--- config.mk ---
export PLATFORM = sky130hd
export DESIGN_NAME = smbios_memory_record_scanner_unit_flat
export DESIGN_NICKNAME = d
export VERILOG_FILES = /design/src/rtl/smrs_pkg.sv /design/src/rtl/smrs_in_if.sv /design/src/rtl/smrs_out_if.sv /design/src/rtl/smrs_parser.sv /design/src/rtl/smrs_decoder.sv /design/src/rtl/smrs_result_fifo.sv /design/src/rtl/smbios_memory_record_scanner_unit.sv /design/src/flat_wrapper.sv
export VERILOG_INCLUDE_DIRS = /design/src /design/src/rtl
export SDC_FILE = /design/constraint.sdc
export NUM_CORES = 2
export LEC_CHECK = 0
export ABC_AREA = 0
export BUFFER_PORTS_ARGS = -buffer_cell sky130_fd_sc_hd__buf_2
export CORE_MARGIN = 2
export CORE_UTILIZATION = 34
export DETAILED_ROUTE_END_ITERATION = 6
export PLACE_DENSITY = 0.59
export SYNTH_ARGS = -nofsm -noshare
export SYNTH_HDL_FRONTEND = slang
export SYNTH_HIERARCHICAL = 1
export SYNTH_SLANG_ARGS = --single-unit
--- constraint.sdc ---
create_clock -name clk -period 46.5 [get_ports clk]
set_input_delay 2.325 -clock clk [delete_from_list [all_inputs] [get_ports clk]]
set_output_delay 2.325 -clock clk [all_outputs]
set_load 0.01 [all_outputs]
--- src/rtl/smbios_memory_record_scanner_unit_defines.svh ---
// ----------------------------------------------------------------------------
// smbios_memory_record_scanner_unit_defines
// assertion macros shared by the scanner modules
// ----------------------------------------------------------------------------
`ifndef SMBIOS_MEMORY_RECORD_SCANNER_UNIT_DEFINES_SVH
`define SMBIOS_MEMORY_RECORD_SCANNER_UNIT_DEFINES_SVH

// plain condition checked at every rising clock edge out of reset
`define SMRS_ASSERT(lbl, cond) \
  lbl: assert property (@(posedge clk) disable iff (!rst_n) (cond)) \
    else $error("smrs assertion failed");

// same-cycle implication
`define SMRS_ASSERT_IMPL(lbl, ante, cons) \
  lbl: assert property (@(posedge clk) disable iff (!rst_n) (ante) |-> (cons)) \
    else $error("smrs assertion failed");

// next-cycle implication
`define SMRS_ASSERT_NEXT(lbl, ante, cons) \
  lbl: assert property (@(posedge clk) disable iff (!rst_n) (ante) |=> (cons)) \
    else $error("smrs assertion failed");

`endif

--- src/rtl/smrs_pkg.sv ---
// ----------------------------------------------------------------------------
// smrs_pkg
// types and constants of the smbios memory record scanner
// ----------------------------------------------------------------------------
`default_nettype none

package smrs_pkg;

  // captured fixed-offset bytes of a memory device record
  localparam int CAP_NUM = 20;
  typedef logic [CAP_NUM-1:0][7:0] cap_t;

  localparam logic [7:0] CAP_OFF [CAP_NUM] = '{
    8'h0c, 8'h0d, 8'h0e, 8'h12, 8'h15, 8'h16, 8'h1c, 8'h1d, 8'h1e, 8'h1f,
    8'h20, 8'h21, 8'h54, 8'h55, 8'h56, 8'h57, 8'h58, 8'h59, 8'h5a, 8'h5b
  };

  localparam int CI_SIZE      = 0;
  localparam int CI_FORM      = 2;
  localparam int CI_MTYPE     = 3;
  localparam int CI_RATED     = 4;
  localparam int CI_EXT_SIZE  = 6;
  localparam int CI_CONF      = 10;
  localparam int CI_EXT_RATED = 12;
  localparam int CI_EXT_CONF  = 16;

  // record length thresholds
  localparam logic [7:0] MIN_LEN       = 8'd4;
  localparam logic [7:0] LEN_SIZE      = 8'h0d;
  localparam logic [7:0] LEN_FORM      = 8'h0e;
  localparam logic [7:0] LEN_MTYPE     = 8'h12;
  localparam logic [7:0] LEN_RATED     = 8'h17;
  localparam logic [7:0] LEN_EXT_SIZE  = 8'h20;
  localparam logic [7:0] LEN_CONF      = 8'h22;
  localparam logic [7:0] LEN_EXT_RATED = 8'h58;
  localparam logic [7:0] LEN_EXT_CONF  = 8'h5c;

  localparam logic [7:0] TYPE_MEMDEV = 8'd17;
  localparam logic [7:0] TYPE_END    = 8'd127;

  localparam logic [15:0] SIZE_EXT  = 16'h7fff;
  localparam logic [15:0] SIZE_NONE = 16'hffff;
  localparam logic [31:0] SPEED_EXT = 32'h0000ffff;
  localparam logic [15:0] CNT_SAT   = 16'hffff;

  localparam logic [7:0] FORM_MAX     = 8'd16;
  localparam logic [7:0] FORM_UNKNOWN = 8'd2;

  localparam logic KIND_MODULE  = 1'b0;
  localparam logic KIND_SUMMARY = 1'b1;

  localparam int RES_DEPTH = 4;

  // record close / table end event from parser to decoder
  typedef struct packed {
    logic       valid;
    logic       close_memdev;
    logic       last;
    logic [7:0] len;
  } ev_t;

  typedef struct packed {
    logic        kind;
    logic [51:0] module_size_bytes;
    logic [31:0] module_speed;
    logic [7:0]  module_form_code;
    logic [7:0]  module_type_code;
    logic [15:0] total_slots;
    logic [15:0] used_slots;
    logic [31:0] lowest_speed;
    logic [4:0]  table_form_code;
    logic        status;
    logic        final_result;
  } res_t;

endpackage

`default_nettype wire

--- src/rtl/smrs_in_if.sv ---
// ----------------------------------------------------------------------------
// smrs_in_if
// table byte channel
// ----------------------------------------------------------------------------
`default_nettype none

interface smrs_in_if;
  logic       valid;
  logic       ready;
  logic [7:0] table_byte;
  logic       last_byte;

  modport source (output valid, output table_byte, output last_byte, input ready);
  modport sink (input valid, input table_byte, input last_byte, output ready);
endinterface

`default_nettype wire

--- src/rtl/smrs_out_if.sv ---
// ----------------------------------------------------------------------------
// smrs_out_if
// result channel
// ----------------------------------------------------------------------------
`default_nettype none

interface smrs_out_if;
  logic        valid;
  logic        ready;
  logic        kind;
  logic [51:0] module_size_bytes;
  logic [31:0] module_speed;
  logic [7:0]  module_form_code;
  logic [7:0]  module_type_code;
  logic [15:0] total_slots;
  logic [15:0] used_slots;
  logic [31:0] lowest_speed;
  logic [4:0]  table_form_code;
  logic        status;
  logic        final_result;

  modport source (
    output valid, output kind, output module_size_bytes, output module_speed,
    output module_form_code, output module_type_code, output total_slots,
    output used_slots, output lowest_speed, output table_form_code,
    output status, output final_result, input ready
  );
  modport sink (
    input valid, input kind, input module_size_bytes, input module_speed,
    input module_form_code, input module_type_code, input total_slots,
    input used_slots, input lowest_speed, input table_form_code,
    input status, input final_result, output ready
  );
endinterface

`default_nettype wire

--- src/rtl/smrs_parser.sv ---
// ----------------------------------------------------------------------------
// smrs_parser
// frames structures, captures fixed fields, flags memory device record close and table end
// ----------------------------------------------------------------------------
`default_nettype none
`include "smbios_memory_record_scanner_unit_defines.svh"

module smrs_parser (
  input  wire logic             clk,
  input  wire logic             rst_n,
  input  wire logic             in_valid,
  output logic                  in_ready,
  input  wire logic [7:0]       table_byte,
  input  wire logic             last_byte,
  input  wire logic             ev_take,
  output smrs_pkg::ev_t         ev_o,
  output smrs_pkg::cap_t        cap_o
);

  typedef enum logic [1:0] {PH_TYPE, PH_LEN, PH_BODY, PH_STR} phase_t;

  phase_t         phase_r, phase_nxt;
  logic [7:0]     pos_r, pos_nxt;
  logic [7:0]     rtype_r, rtype_nxt;
  logic [7:0]     rlen_r, rlen_nxt;
  logic           prev_zero_r, prev_zero_nxt;
  logic           stopped_r, stopped_nxt;
  smrs_pkg::ev_t  ev_r, ev_nxt;
  smrs_pkg::cap_t cap_r;
  logic           in_acc;
  logic           close;
  logic [7:0]     pos_inc;

  assign in_ready = !ev_r.valid || ev_take;
  assign in_acc   = in_valid && in_ready;
  assign pos_inc  = pos_r + 8'd1;
  assign ev_o     = ev_r;
  assign cap_o    = cap_r;

  always_comb begin
    phase_nxt     = phase_r;
    pos_nxt       = pos_r;
    rtype_nxt     = rtype_r;
    rlen_nxt      = rlen_r;
    prev_zero_nxt = prev_zero_r;
    stopped_nxt   = stopped_r;
    close         = 1'b0;
    ev_nxt        = ev_r;
    if (ev_take) begin
      ev_nxt.valid = 1'b0;
    end
    if (in_acc) begin
      if (!stopped_r) begin
        unique case (phase_r)
          PH_TYPE: begin
            rtype_nxt = table_byte;
            pos_nxt   = 8'd1;
            phase_nxt = PH_LEN;
          end
          PH_LEN: begin
            rlen_nxt = table_byte;
            if (table_byte < smrs_pkg::MIN_LEN) begin
              stopped_nxt = 1'b1;
            end else begin
              pos_nxt   = 8'd2;
              phase_nxt = PH_BODY;
            end
          end
          PH_BODY: begin
            pos_nxt = pos_inc;
            if (pos_inc >= rlen_r) begin
              phase_nxt     = PH_STR;
              prev_zero_nxt = 1'b0;
            end
          end
          PH_STR: begin
            if (table_byte == 8'd0 && prev_zero_r) begin
              close = 1'b1;
            end else begin
              prev_zero_nxt = (table_byte == 8'd0);
            end
          end
          default: begin
            phase_nxt = PH_TYPE;
          end
        endcase
      end
      if (close) begin
        if (rtype_r == smrs_pkg::TYPE_END) begin
          stopped_nxt = 1'b1;
        end
        phase_nxt     = PH_TYPE;
        pos_nxt       = 8'd0;
        prev_zero_nxt = 1'b0;
      end
      ev_nxt.close_memdev = close && (rtype_r == smrs_pkg::TYPE_MEMDEV);
      ev_nxt.last         = last_byte;
      ev_nxt.len          = rlen_r;
      ev_nxt.valid        = ev_nxt.close_memdev || last_byte;
      if (last_byte) begin
        phase_nxt     = PH_TYPE;
        pos_nxt       = 8'd0;
        rtype_nxt     = 8'd0;
        rlen_nxt      = 8'd0;
        prev_zero_nxt = 1'b0;
        stopped_nxt   = 1'b0;
      end
    end
  end

  always_ff @(posedge clk) begin
    if (!rst_n) begin
      phase_r     <= PH_TYPE;
      pos_r       <= 8'd0;
      rtype_r     <= 8'd0;
      rlen_r      <= 8'd0;
      prev_zero_r <= 1'b0;
      stopped_r   <= 1'b0;
      ev_r        <= '0;
    end else begin
      phase_r     <= phase_nxt;
      pos_r       <= pos_nxt;
      rtype_r     <= rtype_nxt;
      rlen_r      <= rlen_nxt;
      prev_zero_r <= prev_zero_nxt;
      stopped_r   <= stopped_nxt;
      ev_r        <= ev_nxt;
    end
  end

  // fixed-offset field capture
  always_ff @(posedge clk) begin
    for (int i = 0; i < smrs_pkg::CAP_NUM; i++) begin
      if (in_acc && !stopped_r && phase_r == PH_BODY && pos_r == smrs_pkg::CAP_OFF[i]) begin
        cap_r[i] <= table_byte;
      end
    end
  end

  `SMRS_ASSERT_NEXT(a_last_rearms, in_acc && last_byte, phase_r == PH_TYPE && !stopped_r)
  `SMRS_ASSERT_IMPL(a_str_len_ok, phase_r == PH_STR, rlen_r >= smrs_pkg::MIN_LEN)

endmodule

`default_nettype wire

--- src/rtl/smrs_decoder.sv ---
// ----------------------------------------------------------------------------
// smrs_decoder
// decodes a closed memory device record, keeps table statistics, forms results
// ----------------------------------------------------------------------------
`default_nettype none
`include "smbios_memory_record_scanner_unit_defines.svh"

module smrs_decoder #(
  parameter int MAX_MODULES = 8
) (
  input  wire logic           clk,
  input  wire logic           rst_n,
  input  wire smrs_pkg::ev_t  ev_i,
  input  wire smrs_pkg::cap_t cap_i,
  input  wire logic           room_i,
  output logic                ev_take,
  output logic [1:0]          push_cnt,
  output smrs_pkg::res_t      push0,
  output smrs_pkg::res_t      push1
);

  localparam int MC_W = $clog2(MAX_MODULES + 1);

  logic [15:0]     slot_r, used_r;
  logic [31:0]     min_r;
  logic [4:0]      form_r;
  logic [MC_W-1:0] mcnt_r;

  logic [15:0]     slot_upd, used_upd;
  logic [31:0]     min_upd;
  logic [4:0]      form_upd;
  logic [MC_W-1:0] mcnt_upd;

  logic [15:0] enc;
  logic [31:0] ext_size, ext_rated, ext_conf, rated, conf, spd;
  logic        size_ok, ext_ok, populated, form_known, emit;
  logic [51:0] size;
  logic [7:0]  form_b, mtype_b;
  smrs_pkg::res_t mod_res, sum_res;

  assign ev_take = ev_i.valid && room_i;

  always_comb begin
    enc = {cap_i[smrs_pkg::CI_SIZE+1], cap_i[smrs_pkg::CI_SIZE]};
    ext_size = {cap_i[smrs_pkg::CI_EXT_SIZE+3], cap_i[smrs_pkg::CI_EXT_SIZE+2],
                cap_i[smrs_pkg::CI_EXT_SIZE+1], cap_i[smrs_pkg::CI_EXT_SIZE]};
    ext_rated = {cap_i[smrs_pkg::CI_EXT_RATED+3], cap_i[smrs_pkg::CI_EXT_RATED+2],
                 cap_i[smrs_pkg::CI_EXT_RATED+1], cap_i[smrs_pkg::CI_EXT_RATED]};
    ext_conf = {cap_i[smrs_pkg::CI_EXT_CONF+3], cap_i[smrs_pkg::CI_EXT_CONF+2],
                cap_i[smrs_pkg::CI_EXT_CONF+1], cap_i[smrs_pkg::CI_EXT_CONF]};

    size_ok   = (ev_i.len > smrs_pkg::LEN_SIZE) && (enc != 16'h0000) &&
                (enc != smrs_pkg::SIZE_NONE);
    ext_ok    = ev_i.len >= smrs_pkg::LEN_EXT_SIZE;
    populated = size_ok && ((enc != smrs_pkg::SIZE_EXT) || (ext_ok && ext_size != 32'd0));

    priority if (!size_ok) begin
      size = 52'd0;
    end else if (enc == smrs_pkg::SIZE_EXT) begin
      size = ext_ok ? {ext_size, 20'h00000} : 52'd0;
    end else if (enc[15]) begin
      size = {27'd0, enc[14:0], 10'd0};
    end else begin
      size = {16'd0, enc, 20'h00000};
    end

    // speed: configured if set, else rated
    rated = 32'd0;
    conf  = 32'd0;
    if (ev_i.len >= smrs_pkg::LEN_RATED) begin
      rated = {16'd0, cap_i[smrs_pkg::CI_RATED+1], cap_i[smrs_pkg::CI_RATED]};
    end
    if (ev_i.len >= smrs_pkg::LEN_CONF) begin
      conf = {16'd0, cap_i[smrs_pkg::CI_CONF+1], cap_i[smrs_pkg::CI_CONF]};
    end
    if (rated == smrs_pkg::SPEED_EXT && ev_i.len >= smrs_pkg::LEN_EXT_RATED) begin
      rated = ext_rated;
    end
    if (conf == smrs_pkg::SPEED_EXT && ev_i.len >= smrs_pkg::LEN_EXT_CONF) begin
      conf = ext_conf;
    end
    if (conf == smrs_pkg::SPEED_EXT) begin
      conf = 32'd0;
    end
    if (rated == smrs_pkg::SPEED_EXT) begin
      rated = 32'd0;
    end
    spd = (conf != 32'd0) ? conf : rated;

    form_b     = (ev_i.len > smrs_pkg::LEN_FORM) ? cap_i[smrs_pkg::CI_FORM] : 8'd0;
    mtype_b    = (ev_i.len > smrs_pkg::LEN_MTYPE) ? cap_i[smrs_pkg::CI_MTYPE] : 8'd0;
    form_known = (form_b >= 8'd1) && (form_b <= smrs_pkg::FORM_MAX) &&
                 (form_b != smrs_pkg::FORM_UNKNOWN);

    emit = ev_i.close_memdev && populated && (mcnt_r < MC_W'(MAX_MODULES));

    // statistics including this record
    slot_upd = slot_r;
    used_upd = used_r;
    min_upd  = min_r;
    form_upd = form_r;
    mcnt_upd = mcnt_r;
    if (ev_i.close_memdev) begin
      if (slot_r != smrs_pkg::CNT_SAT) begin
        slot_upd = slot_r + 16'd1;
      end
      if (populated) begin
        if (used_r != smrs_pkg::CNT_SAT) begin
          used_upd = used_r + 16'd1;
        end
        if (spd != 32'd0 && (min_r == 32'd0 || spd < min_r)) begin
          min_upd = spd;
        end
        if (form_r == 5'd0 && form_known) begin
          form_upd = form_b[4:0];
        end
      end
    end
    if (emit) begin
      mcnt_upd = mcnt_r + MC_W'(1);
    end

    mod_res                   = '0;
    mod_res.kind              = smrs_pkg::KIND_MODULE;
    mod_res.module_size_bytes = size;
    mod_res.module_speed      = spd;
    mod_res.module_form_code  = form_b;
    mod_res.module_type_code  = mtype_b;
    mod_res.final_result      = !ev_i.last;

    sum_res                 = '0;
    sum_res.kind            = smrs_pkg::KIND_SUMMARY;
    sum_res.total_slots     = slot_upd;
    sum_res.used_slots      = used_upd;
    sum_res.lowest_speed    = min_upd;
    sum_res.table_form_code = form_upd;
    sum_res.status          = (slot_upd == 16'd0);
    sum_res.final_result    = 1'b1;

    push0    = emit ? mod_res : sum_res;
    push1    = sum_res;
    push_cnt = ev_take ? ({1'b0, emit} + {1'b0, ev_i.last}) : 2'd0;
  end

  always_ff @(posedge clk) begin
    if (!rst_n) begin
      slot_r <= 16'd0;
      used_r <= 16'd0;
      min_r  <= 32'd0;
      form_r <= 5'd0;
      mcnt_r <= '0;
    end else if (ev_take) begin
      if (ev_i.last) begin
        slot_r <= 16'd0;
        used_r <= 16'd0;
        min_r  <= 32'd0;
        form_r <= 5'd0;
        mcnt_r <= '0;
      end else begin
        slot_r <= slot_upd;
        used_r <= used_upd;
        min_r  <= min_upd;
        form_r <= form_upd;
        mcnt_r <= mcnt_upd;
      end
    end
  end

  `SMRS_ASSERT(a_used_le_slots, used_r <= slot_r)

endmodule

`default_nettype wire

--- src/rtl/smrs_result_fifo.sv ---
// ----------------------------------------------------------------------------
// smrs_result_fifo
// result queue, up to two writes and one read per cycle
// ----------------------------------------------------------------------------
`default_nettype none
`include "smbios_memory_record_scanner_unit_defines.svh"

module smrs_result_fifo (
  input  wire logic           clk,
  input  wire logic           rst_n,
  input  wire logic [1:0]     push_cnt,
  input  wire smrs_pkg::res_t push0,
  input  wire smrs_pkg::res_t push1,
  output logic                room_o,
  output logic                out_valid,
  input  wire logic           out_ready,
  output smrs_pkg::res_t      out_data
);

  localparam int PTR_W = $clog2(smrs_pkg::RES_DEPTH);
  localparam int CNT_W = $clog2(smrs_pkg::RES_DEPTH + 1);

  smrs_pkg::res_t q_r [smrs_pkg::RES_DEPTH];
  logic [PTR_W-1:0] wp_r, rp_r;
  logic [CNT_W-1:0] cnt_r;
  logic             pop;

  assign out_valid = (cnt_r != '0);
  assign out_data  = q_r[rp_r];
  assign pop       = out_valid && out_ready;
  assign room_o    = cnt_r <= CNT_W'(smrs_pkg::RES_DEPTH - 2);

  always_ff @(posedge clk) begin
    if (push_cnt != 2'd0) begin
      q_r[wp_r] <= push0;
    end
    if (push_cnt == 2'd2) begin
      q_r[wp_r + PTR_W'(1)] <= push1;
    end
  end

  always_ff @(posedge clk) begin
    if (!rst_n) begin
      wp_r  <= '0;
      rp_r  <= '0;
      cnt_r <= '0;
    end else begin
      wp_r  <= wp_r + PTR_W'(push_cnt);
      rp_r  <= rp_r + PTR_W'(pop);
      cnt_r <= cnt_r + CNT_W'(push_cnt) - CNT_W'(pop);
    end
  end

  `SMRS_ASSERT(a_cnt_bound, cnt_r <= CNT_W'(smrs_pkg::RES_DEPTH))
  `SMRS_ASSERT_IMPL(a_push_room, push_cnt != 2'd0, cnt_r <= CNT_W'(smrs_pkg::RES_DEPTH - 2))

endmodule

`default_nettype wire

--- src/rtl/smbios_memory_record_scanner_unit.sv ---
// path: a byte that closes a memory device record or ends the table shows its
// results on out_ch after passing the event register, then the result queue
// throughput: one table byte per cycle; input stalls only while a decode event waits
// for two free entries in the four-entry result queue
// reset: synchronous active-low rst_n clears parser, statistics and queue;
// captured record fields are not reset
// ----------------------------------------------------------------------------
// smbios_memory_record_scanner_unit
// scans an smbios table byte stream and reports memory device records
// ----------------------------------------------------------------------------
`default_nettype none

module smbios_memory_record_scanner_unit #(
  parameter int MAX_MODULES = 8
) (
  input  wire logic   clk,
  input  wire logic   rst_n,
  smrs_in_if.sink     in_ch,
  smrs_out_if.source  out_ch
);

  smrs_pkg::ev_t  ev;
  smrs_pkg::cap_t cap;
  smrs_pkg::res_t push0, push1, res;
  logic           ev_take;
  logic           room;
  logic [1:0]     push_cnt;

  smrs_parser u_parser (
    .clk        (clk),
    .rst_n      (rst_n),
    .in_valid   (in_ch.valid),
    .in_ready   (in_ch.ready),
    .table_byte (in_ch.table_byte),
    .last_byte  (in_ch.last_byte),
    .ev_take    (ev_take),
    .ev_o       (ev),
    .cap_o      (cap)
  );

  smrs_decoder #(
    .MAX_MODULES (MAX_MODULES)
  ) u_decoder (
    .clk      (clk),
    .rst_n    (rst_n),
    .ev_i     (ev),
    .cap_i    (cap),
    .room_i   (room),
    .ev_take  (ev_take),
    .push_cnt (push_cnt),
    .push0    (push0),
    .push1    (push1)
  );

  smrs_result_fifo u_fifo (
    .clk       (clk),
    .rst_n     (rst_n),
    .push_cnt  (push_cnt),
    .push0     (push0),
    .push1     (push1),
    .room_o    (room),
    .out_valid (out_ch.valid),
    .out_ready (out_ch.ready),
    .out_data  (res)
  );

  assign out_ch.kind              = res.kind;
  assign out_ch.module_size_bytes = res.module_size_bytes;
  assign out_ch.module_speed      = res.module_speed;
  assign out_ch.module_form_code  = res.module_form_code;
  assign out_ch.module_type_code  = res.module_type_code;
  assign out_ch.total_slots       = res.total_slots;
  assign out_ch.used_slots        = res.used_slots;
  assign out_ch.lowest_speed      = res.lowest_speed;
  assign out_ch.table_form_code   = res.table_form_code;
  assign out_ch.status            = res.status;
  assign out_ch.final_result      = res.final_result;

endmodule

`default_nettype wire

--- src/flat_wrapper.sv ---
// flat-port wrapper written by rule: the top's interface ports become plain ports
module smbios_memory_record_scanner_unit_flat 
#(
  parameter int MAX_MODULES = 8
)
  (clk, rst_n, in_ch_valid, in_ch_table_byte, in_ch_last_byte, in_ch_ready, out_ch_valid, out_ch_kind, out_ch_module_size_bytes, out_ch_module_speed, out_ch_module_form_code, out_ch_module_type_code, out_ch_total_slots, out_ch_used_slots, out_ch_lowest_speed, out_ch_table_form_code, out_ch_status, out_ch_final_result, out_ch_ready);
  smrs_in_if in_ch_i ();
  smrs_out_if out_ch_i ();
  input  wire logic clk;
  input  wire logic rst_n;
  input wire logic [$bits(in_ch_i.valid)-1:0] in_ch_valid;
  input wire logic [$bits(in_ch_i.table_byte)-1:0] in_ch_table_byte;
  input wire logic [$bits(in_ch_i.last_byte)-1:0] in_ch_last_byte;
  output wire logic [$bits(in_ch_i.ready)-1:0] in_ch_ready;
  output wire logic [$bits(out_ch_i.valid)-1:0] out_ch_valid;
  output wire logic [$bits(out_ch_i.kind)-1:0] out_ch_kind;
  output wire logic [$bits(out_ch_i.module_size_bytes)-1:0] out_ch_module_size_bytes;
  output wire logic [$bits(out_ch_i.module_speed)-1:0] out_ch_module_speed;
  output wire logic [$bits(out_ch_i.module_form_code)-1:0] out_ch_module_form_code;
  output wire logic [$bits(out_ch_i.module_type_code)-1:0] out_ch_module_type_code;
  output wire logic [$bits(out_ch_i.total_slots)-1:0] out_ch_total_slots;
  output wire logic [$bits(out_ch_i.used_slots)-1:0] out_ch_used_slots;
  output wire logic [$bits(out_ch_i.lowest_speed)-1:0] out_ch_lowest_speed;
  output wire logic [$bits(out_ch_i.table_form_code)-1:0] out_ch_table_form_code;
  output wire logic [$bits(out_ch_i.status)-1:0] out_ch_status;
  output wire logic [$bits(out_ch_i.final_result)-1:0] out_ch_final_result;
  input wire logic [$bits(out_ch_i.ready)-1:0] out_ch_ready;
  assign in_ch_i.valid = in_ch_valid;
  assign in_ch_i.table_byte = in_ch_table_byte;
  assign in_ch_i.last_byte = in_ch_last_byte;
  assign in_ch_ready = in_ch_i.ready;
  assign out_ch_valid = out_ch_i.valid;
  assign out_ch_kind = out_ch_i.kind;
  assign out_ch_module_size_bytes = out_ch_i.module_size_bytes;
  assign out_ch_module_speed = out_ch_i.module_speed;
  assign out_ch_module_form_code = out_ch_i.module_form_code;
  assign out_ch_module_type_code = out_ch_i.module_type_code;
  assign out_ch_total_slots = out_ch_i.total_slots;
  assign out_ch_used_slots = out_ch_i.used_slots;
  assign out_ch_lowest_speed = out_ch_i.lowest_speed;
  assign out_ch_table_form_code = out_ch_i.table_form_code;
  assign out_ch_status = out_ch_i.status;
  assign out_ch_final_result = out_ch_i.final_result;
  assign out_ch_i.ready = out_ch_ready;
  smbios_memory_record_scanner_unit #(.MAX_MODULES(MAX_MODULES)) u_core (.clk(clk), .rst_n(rst_n), .in_ch(in_ch_i), .out_ch(out_ch_i));
endmodule
==> flow_summary.json <==
{
  "p_seq_frac": 0.461,
  "routabilityCongestion": 0.888,
  "track_usage": 0.177,
  "grt_max_degree": 122,
  "ys.flop_type": "edfxtp_1",
  "ys_types": 92,
  "fp.dieH_um": 386,
  "cp-end-kind": "register",
  "dp_hpwl_um": 79000,
  "top_level_ports": 187,
  "min_from": "u_core/u_parser/prev_zero_r",
  "area_growth_pct": 12.0,
  "maxCapViolations": 0,
  "place_ws_ns": 39.07,
  "vias": 30000,
  "p_int_uw": 1550,
  "ys_seq_area_frac": 0.562,
  "leakagePower_uw": 0.0200,
  "clock-root-buffer": "clkbuf_16",
  "power_frac_clock": 0.414,
  "first_pass_iters": 5,
  "status": "finished, final reports clean",
  "rows": 140,
  "r2r-end": "u_core/u_decoder/min_r[5]",
  "synth_edf_count": 848,
  "reg2reg_depth": 22,
  "tns_ns": 0,
  "fill_cells": 13600,
  "grt_pass1_wl_um": 198000,
  "clkLatencyLatePin_ns": 0.73,
  "worstHoldPathCells": 2,
  "path_cells": "nand4_2, nor3_2, nand3_2, mux2_2, or4_1, o22ai_2, and3_1, nor2b_1, a22o_1, ha_1, nand4_1, nor2_1, and3_1, a221oi_1, o21ai_0, o21bai_1, a21oi_1, o21ai_0, a31o_2, buf_4, nor2_1, o211ai_1",
  "h-tree-depth": 3,
  "numCtsBuffers": 106,
  "wl_per_cell_um": 23.6,
  "final-setup-viol-count": 0,
  "powerDensity_mw_per_mm2": 37.1,
  "final_layout_size_suffix_gt1_frac": 0.340,
  "synthArstFlopShare": 0,
  "rr_startpoint": "u_core/u_parser/cap_o[89]",
  "finalMaxSlewViolations": 0,
  "synth_warnings": 6,
  "crit_arrival_ns": 8.12,
  "finClkSkew_ns": 0.0366,
  "slew_headroom": 0.217,
  "p_sw_uw": 508,
  "worstMarginPinSlew_ns": 1.17,
  "period_share": 0.163,
  "grt_antenna_before_repair": 8,
  "postCtsSetupBuffers": 0,
  "setup_slack_ns": 38.92,
  "synthesis.area_mm2": 0.0496,
  "grt_pass1_vias": 30500,
  "via_per_inst": 5.33,
  "overflow": 0,
  "cts.sinks": 967,
  "ys_ff_latch": 967,
  "clockBufferDepth": 3,
  "dr.first_iter.drc_count": 2352,
  "ctsResizeCount": 0,
  "initial_utilization": 0.341,
  "remaining_drc_errors": 0,
  "fp.coreArea_mm2": 0.145,
  "hold_end": "u_core/u_parser/prev_zero_r",
  "layout_common_cells": "edfxtp_1 (848), mux2_2 (647), buf_2 (186)",
  "rsz0062_at_grt": "false",
  "syn_area_per_cell_um2": 14.2,
  "fmax_mhz": 132,
  "worstPathMaxFanout": 28,
  "worst_setup_path_start_kind": "register",
  "critPathMaxStageDelay_ns": 0.91,
  "criticalPathCategory": "reg2reg",
  "min_period_ns": 7.58,
  "ir_worst_vdd_uv": 28.3,
  "holdWs_ns": 0.461,
  "fin_nets": 3697,
  "hp-class": "reg2reg",
  "crit_slowest_cell": "nor2_1",
  "final_area_mm2": 0.0555,
  "layout_commonest_cell": "edfxtp_1",
  "power_switching_share": 0.247,
  "crit_required_ns": 47.04,
  "rrSetupSlack_ns": 38.92,
  "hold_buffers": 0,
  "die_w_um": 386,
  "drt_wl_total_um": 133000,
  "netlist_instances": 3489,
  "cts_tree": "built",
  "diodes": 0,
  "port_buffers": 186,
  "clk_pin_slew_ns": 0.06,
  "antenna_left": 0,
  "combPwrFrac": 0.125,
  "timing_hold_violations_final": 0,
  "fp.dieArea_mm2": 0.149,
  "placed_area_mm2": 0.0520
}
metal layers:
layer  global-route usage  part of all wire  vias to the layer above
met3               0.0303             0.053                      200
met1                0.237              0.44                    15200
met4               0.0496             0.025                        4
li1                     -                 -                    13700
met2                0.293              0.48                      871
met5                    0           0.00023                        -
flip-flops by register name, summed over array words and instances (netlist names):
name                         flops
u_core/u_fifo/cnt_r              3
u_core/u_parser/cap_o          160
u_core/u_decoder/slot_r         16
u_core/u_parser/ev_o            11
u_core/u_parser/rtype_r          8
u_core/u_parser/phase_r          2
u_core/u_fifo/wp_r               2
u_core/u_decoder/min_r          32
u_core/u_fifo/q_r              688
u_core/u_parser/pos_r            8
u_core/u_parser/prev_zero_r      1
u_core/u_decoder/mcnt_r          4
u_core/u_decoder/used_r         16
u_core/u_decoder/form_r          5
u_core/u_parser/rlen_r           8
u_core/u_parser/stopped_r        1
u_core/u_fifo/rp_r               2
critical path: cells and delay by family (launching register included):
family	cells	cell delay, ns
fa+ha+maj	1	0.30
flops	1	0.45
buf+inv	1	0.30
simple gates	10	3.66
mux	1	0.45
compound gates	9	2.20
layout make-up:
| class | instances | area [um2] | share of cell area |
|---|---|---|---|
| timing repair buffer | 244 | 1470 | 0.0264 |
| clock inverter | 47 | 588 | 0.0106 |
| multi-input combinational | 2228 | 20000 | 0.360 |
| clock buffer | 149 | 2930 | 0.0527 |
| tap | 1917 | 2400 | 0.0432 |
| inverter | 80 | 302 | 0.00543 |
| sequential | 967 | 27900 | 0.501 |
power groups by stage:
stage | clock [uW] | combinational, uW | sequential [uW]
5_1_grt | 906 | 280 | 949
4_1_cts | 873 | 268 | 949
3_5_place_dp | 0 | 267 | 967
6_report | 852 | 258 | 948
3_3_place_gp | 0 | 266 | 967
2_1_floorplan | 0 | 175 | 961
metrics by stage:
step           power (uW)  cells   util
2_1_floorplan        1140   3599      -
3_3_place_gp         1230   5436  0.358
3_5_place_dp         1230   5436  0.358
4_1_cts              2090   5632  0.383
5_1_grt              2140   5632  0.383
6_report             2060   5632  0.383
how the worst max path moves through the flow:
stage,from,to,slack (ns)
after global placement,u_core/u_parser/cap_o[89],u_core/u_fifo/q_r[0][14],39.01
after CTS,u_core/u_parser/cap_o[89],u_core/u_fifo/q_r[1][14],39.03
after global routing,u_core/u_parser/cap_o[89],u_core/u_fifo/q_r[3][22],38.43
final,u_core/u_parser/cap_o[89],u_core/u_decoder/min_r[5],38.92
after detailed placement,u_core/u_parser/cap_o[89],u_core/u_fifo/q_r[1][14],39.07
after floorplan,u_core/u_parser/cap_o[2],u_core/u_fifo/q_r[0][0],30.09
synthesized netlist by cell type (4+ instances only):
library cell	number	share of area
a2111oi_0	10	0.0018
a21o_1	17	0.0026
a21oi_1	122	0.012
a22o_1	14	0.0025
a22oi_1	38	0.0058
a311o_1	12	0.0024
a31oi_1	25	0.0032
and2_1	87	0.011
and3_1	59	0.0074
and4_1	6	0.0011
buf_1	6	0.00045
buf_2	72	0.0073
buf_4	131	0.020
buf_6	21	0.0048
clkbuf_1	94	0.0071
dfxtp_1	119	0.048
edfxtp_1	848	0.51
ha_1	56	0.014
inv_1	77	0.0058
mux2_1	45	0.010
mux2_2	647	0.15
mux2i_1	21	0.0042
mux4_2	172	0.078
nand2_1	131	0.0099
nand2b_1	8	0.0010
nand3_1	61	0.0062
nand3b_1	11	0.0017
nand4_1	52	0.0066
nand4b_1	4	0.00071
nor2_1	163	0.012
nor2b_1	11	0.0014
nor3_1	72	0.0073
nor3b_1	14	0.0021
nor4_1	41	0.0052
o211ai_1	20	0.0030
o21ai_0	52	0.0052
o21bai_1	4	0.00061
o22ai_1	14	0.0018
or3_1	9	0.0011
or4_1	14	0.0021
xnor2_1	19	0.0034
xor2_1	9	0.0016
cell families (layout without fill, tap and decap cells):
group | Yosys count | count (layout) | share of synthesized area
AOI/OAI and AO/OA | 372 | 372 | 0.0496
xor gates and xnor gates | 30 | 30 | 0.00585
adders and majority gates | 57 | 57 | 0.0145
buffers and inverters | 404 | 520 | 0.0455
DFF | 967 | 967 | 0.562
muxes | 885 | 885 | 0.240
other | 2 | 112 | 0.000151
and+or+nand+nor | 772 | 772 | 0.0832
No activity file was read; power rests on OpenSTA's default activity.
